## config.mk

```make
export PLATFORM = sky130hd
export DESIGN_NAME = sfa_lane_alu
export DESIGN_NICKNAME = d
export VERILOG_FILES = /design/src/sparse_feature_accumulator_defines.svh /design/src/sfa_pkg.sv /design/src/sfa_lane_alu.sv
export SDC_FILE = /design/constraint.sdc
export NUM_CORES = 1
export LEC_CHECK = 0
export ABC_AREA = 1
export BUFFER_PORTS_ARGS = -buffer_cell sky130_fd_sc_hd__buf_2
export CAP_MARGIN = 20
export CELL_PAD_IN_SITES_DETAIL_PLACEMENT = 0
export CELL_PAD_IN_SITES_GLOBAL_PLACEMENT = 1
export CORE_AREA = 4 4 296 298
export DETAILED_ROUTE_END_ITERATION = 10
export DIE_AREA = 0 0 300 302
export PLACE_DENSITY = 0.68
export SLEW_MARGIN = 20
export SYNTH_ARGS = -nofsm -noshare
export SYNTH_HDL_FRONTEND = slang
export SYNTH_SLANG_ARGS = --single-unit
```

## constraint.sdc

```tcl
create_clock -name vclk -period 3.95
set_input_delay 0.79 -clock vclk [all_inputs]
set_output_delay 0.79 -clock vclk [all_outputs]
set_load 0.05 [all_outputs]
```

## src/sparse_feature_accumulator_defines.svh

```systemverilog
// Assertion macros for the sparse feature accumulator.
`ifndef SPARSE_FEATURE_ACCUMULATOR_DEFINES_SVH
`define SPARSE_FEATURE_ACCUMULATOR_DEFINES_SVH

`ifndef NO_ASSERTIONS
`define SFA_ASSERT_IMPL(label, pre, post) \
  label: assert property (@(posedge clk) disable iff (rst) (pre) |-> (post)) \
    else $error("sfa assertion failed");
`define SFA_ASSERT_NEXT(label, pre, post) \
  label: assert property (@(posedge clk) disable iff (rst) (pre) |=> (post)) \
    else $error("sfa assertion failed");
`else
`define SFA_ASSERT_IMPL(label, pre, post)
`define SFA_ASSERT_NEXT(label, pre, post)
`endif

`endif

```

## src/sfa_pkg.sv

```systemverilog
// Shared constants, types and functions of the sparse feature accumulator.
package sfa_pkg;

  localparam int ELEMENTS  = 256;
  localparam int FEATURES  = 1024;
  localparam int LANES     = 16;
  localparam int ACT_SHIFT = 6;
  localparam int ACT_MAX   = 127;

  localparam int WORD_W  = 16;
  localparam int CLIP_W  = 15;
  localparam int ACT_W   = 7;
  localparam int FEAT_W  = 10;
  localparam int ELEM_W  = 8;
  localparam int CMD_W   = 3;

  localparam int ROWS     = ELEMENTS / LANES;
  localparam int ROW_W    = (ROWS > 1) ? $clog2(ROWS) : 1;
  localparam int LANE_W   = (LANES > 1) ? $clog2(LANES) : 1;
  localparam int W_DEPTH  = FEATURES * ROWS;
  localparam int W_ADDR_W = (W_DEPTH > 1) ? $clog2(W_DEPTH) : 1;
  localparam int A_DEPTH  = 2 * ROWS;
  localparam int A_ADDR_W = $clog2(A_DEPTH);
  localparam int SHIFT_W  = CLIP_W - ACT_SHIFT;

  localparam logic [CLIP_W-1:0] CLIP_RESET = CLIP_W'(255);

  typedef logic [WORD_W-1:0] word_t;
  typedef logic [LANES-1:0][WORD_W-1:0] row_t;

  typedef enum logic [CMD_W-1:0] {
    CMD_WRITE  = 3'd0,
    CMD_CLEAR  = 3'd1,
    CMD_ADD    = 3'd2,
    CMD_REMOVE = 3'd3,
    CMD_MOVE   = 3'd4,
    CMD_READ   = 3'd5
  } cmd_t;

  typedef struct packed {
    logic sub;
    logic acc_valid;
  } alu_ctrl_t;

  function automatic logic [ACT_W-1:0] activation(input word_t raw,
                                                  input logic [CLIP_W-1:0] clip);
    logic [CLIP_W-1:0]  v;
    logic [SHIFT_W-1:0] s;
    if (raw[WORD_W-1]) begin
      v = '0;
    end else if (raw[CLIP_W-1:0] > clip) begin
      v = clip;
    end else begin
      v = raw[CLIP_W-1:0];
    end
    s = SHIFT_W'(v >> ACT_SHIFT);
    if (s > SHIFT_W'(ACT_MAX)) begin
      return ACT_W'(ACT_MAX);
    end
    return s[ACT_W-1:0];
  endfunction

endpackage

```

## src/sfa_lane_alu.sv

```systemverilog
// Lane-parallel add/subtract unit shared by every accumulator row update.
module sfa_lane_alu (
  input  sfa_pkg::row_t      acc,
  input  sfa_pkg::row_t      weight,
  input  sfa_pkg::alu_ctrl_t ctrl,
  output sfa_pkg::row_t      sum
);
  import sfa_pkg::*;

  always_comb begin
    word_t a;
    for (int l = 0; l < LANES; l++) begin
      a = ctrl.acc_valid ? acc[l] : '0;
      sum[l] = ctrl.sub ? word_t'(a - weight[l]) : word_t'(a + weight[l]);
    end
  end

endmodule

```

==> impl_results.md <==
- Final period util: 0.973
- DRC: 0
- Vias in the first global route: 30100
- Post-synthesis sequential area ratio: 0
- Met3 Wirelength: 6.45 mm
- Average wire per standard cell: 15.8 um
- Post-synthesis cell count: 4572
- Initial antenna violation count: 43
- Unrepaired setup endpoints after global routing: yes
- # IOs: 770
- Max-Cap Viols: 0
- Gr ovfl total: 0
- Global Route Usage Sum: 0.220
- Worst hold path class: in -> out
- Min Clock Period, post-route: 3.84 ns
- Max Slew Vio Count: 0
- PwrDens: 261 mW/mm^2
- VDD IR max: 0.000304 V
- Largest net degree at the start of global routing: 54
- # fillers: 9722
- Setup-failing EPs final: 0
- Num sequential: 0
- Critical path type: in -> out
- Ys Warns: 0
- Routed met2 length: 53.2 mm
- CP arrival: 3.05 ns
- First-pass GRT wire length: 161 mm
- Post-Syn Area: 0.0227 mm^2
- Worst hold margin: 2.05 ns
- Rel. slew slack: 0.709
- Startpoint types: primary input
- Pre-CTS WS: -0.191 ns
- Worst-path fanout max: 3
- Final setup margin: 0.108 ns
- Slew @ Worst Pin: 0.432 ns
- HPWL reported at the end of detailed placement: 96.6 mm
- M1 WL: 46.8 mm
- Final ANT Viol Nets: 0
- Die area: 0.0906 mm^2
- Die Y: 302 um
- GPL Wtd Cong: 0.929
- Area of placed instances: 0.0317 mm^2
- WL final: 109 mm
- Initial DRC count: 1453
- Site row count: 107
- Util after Layout: 0.412
- Final hold violation count: 0
- Final TNS setup: 0 ns
- Nets@finish: 6544
- Core Box Area: 0.0849 mm^2
- Die W: 300 um
- Outcome: finished, final reports clean
- Uppermost routed layer: met5
- Drt pass-1 iters: 5
- Fmax: 260 MHz
- Post-synthesis net count: 5358
- Seq. cell area: 0 um^2
- Via count: 31400
- Critical Path RT: 3.16 ns
- Mean Syn Cell Area: 4.96 um^2
- Clkbuf count: 0
- Hold path cells: 4
- Hold buffer count at cts: 0
- Pleak: 0.0213 uW
- Via/cell ratio: 4.54
- Final instance area: 0.0350 mm^2
- Port buffer count: 770
- Critical Path End Type: primary output
- Syn-to-layout area delta: 54.3%
- Layout cells sized above 1: 0.318
- Yosys cell types: 26
- Starting Density: 0.267
==> area by class of cell <==
type,count,area [um^2],share of cell area
multi-input combinational,3577,21400,0.611
antenna,12,30.0,0.000858
timing repair inverter,1,11.3,0.000322
timing repair buffer,1247,8600,0.246
inverter,931,3530,0.101
tap,1144,1430,0.0409
==> cell usage after synthesis <==
| library cell | n | area (um^2) |
|---|---|---|
| o21bai_1 | 25 | 188 |
| nand3b_1 | 26 | 195 |
| o21ai_1 | 32 | 160 |
| buf_1 | 1 | 3.75 |
| inv_1 | 930 | 3490 |
| a21oi_1 | 207 | 1040 |
| nand3_1 | 372 | 1860 |
| ha_1 | 256 | 3200 |
| o21ai_0 | 101 | 505 |
| nor3_1 | 45 | 225 |
| o21a_1 | 18 | 135 |
| xor2_1 | 237 | 2080 |
| inv_2 | 1 | 3.75 |
| fa_1 | 16 | 320 |
| a21o_1 | 18 | 135 |
| buf_4 | 2 | 15.0 |
| nand4_1 | 45 | 282 |
| and2_1 | 16 | 100 |
| nand2_1 | 1659 | 6230 |
| nor2_1 | 434 | 1630 |
| xnor2_1 | 54 | 473 |
| clkbuf_1 | 9 | 33.8 |
| a31oi_1 | 2 | 12.5 |
| o21ai_2 | 12 | 105 |
| buf_2 | 52 | 260 |
| nor2_2 | 2 | 12.5 |
==> kinds of logic after synthesis <==
family                     after synthesis  synth area share
AOI/OAI and AO/OA                      415             0.100
buffers and inverters                  995             0.168
xor gates and xnor gates               291             0.112
and+or+nand+nor                       2599             0.464
adders and majority gates              272             0.155
==> placed cells by master, fill, tap and decap left out, types with 39 or more instances in the layout <==
master | synthesis | final
a21oi_1 | 207 | 137
a21oi_2 | 0 | 68
buf_12 | 0 | 39
buf_2 | 52 | 630
buf_4 | 2 | 492
buf_6 | 0 | 54
ha_1 | 256 | 157
ha_4 | 0 | 77
inv_1 | 930 | 859
inv_2 | 1 | 67
nand2_1 | 1659 | 1530
nand2_2 | 0 | 125
nand3_1 | 372 | 339
nand4_1 | 45 | 45
nor2_1 | 434 | 345
nor2_2 | 2 | 78
o21ai_0 | 101 | 64
o21ai_1 | 32 | 42
o21ai_2 | 12 | 39
xnor2_1 | 54 | 54
xor2_1 | 237 | 220
==> metal layers <==
layer | up-vias | GRT usage
met3 | 142 | 0.0402
met5 | - | 0
met4 | 44 | 0.0296
met2 | 770 | 0.409
met1 | 14000 | 0.271
li1 | 16400 | -
==> critical path, stage by stage <==
cell and delay, ns:
buf_2 0.12, inv_2 0.07, ha_4 0.14, nand4_1 0.21, buf_4 0.23, inv_1 0.06, nand2_1 0.05, nand2_1 0.05
nand2_1 0.04, nand2_1 0.05, o21ai_1 0.07, ha_1 0.34, nand2_2 0.08, buf_4 0.15, nor3_4 0.14, nand2_1 0.09
nand3_2 0.08, nand2_2 0.06, nand2_2 0.07, buf_12 0.14
==> power breakdown <==
group	internal, uW	leakage (uW)	total, uW	switching (uW)
Sequential	0	0	0	0
Combinational	3190	0.0213	9140	5950
Clock	0.000408	0.0000000761	0.000408	0
==> what timing repair did <==
item                                    in CTS  in global routing
setup buffers                                3                 29
gates resized for setup                     80                798
gates cloned                                 0                  2
endpoints found under the setup margin      67                171
pin swaps                                   13                183
==> path summary, 6_finish.rpt <==
path                    start  endpoint  slack, ns
hold / removal     weight[64]   sum[64]       2.05
setup / recovery  weight[225]  sum[239]       0.11
==> metrics by stage <==
stage | power [uW] | std cells
floorplan | 5300 | 4572
global placement | 8310 | 6868
detailed placement | 8300 | 6868
CTS | 8440 | 6871
global route | 9820 | 6904
finish | 9140 | 6912
No activity file was read; power rests on OpenSTA's default activity.
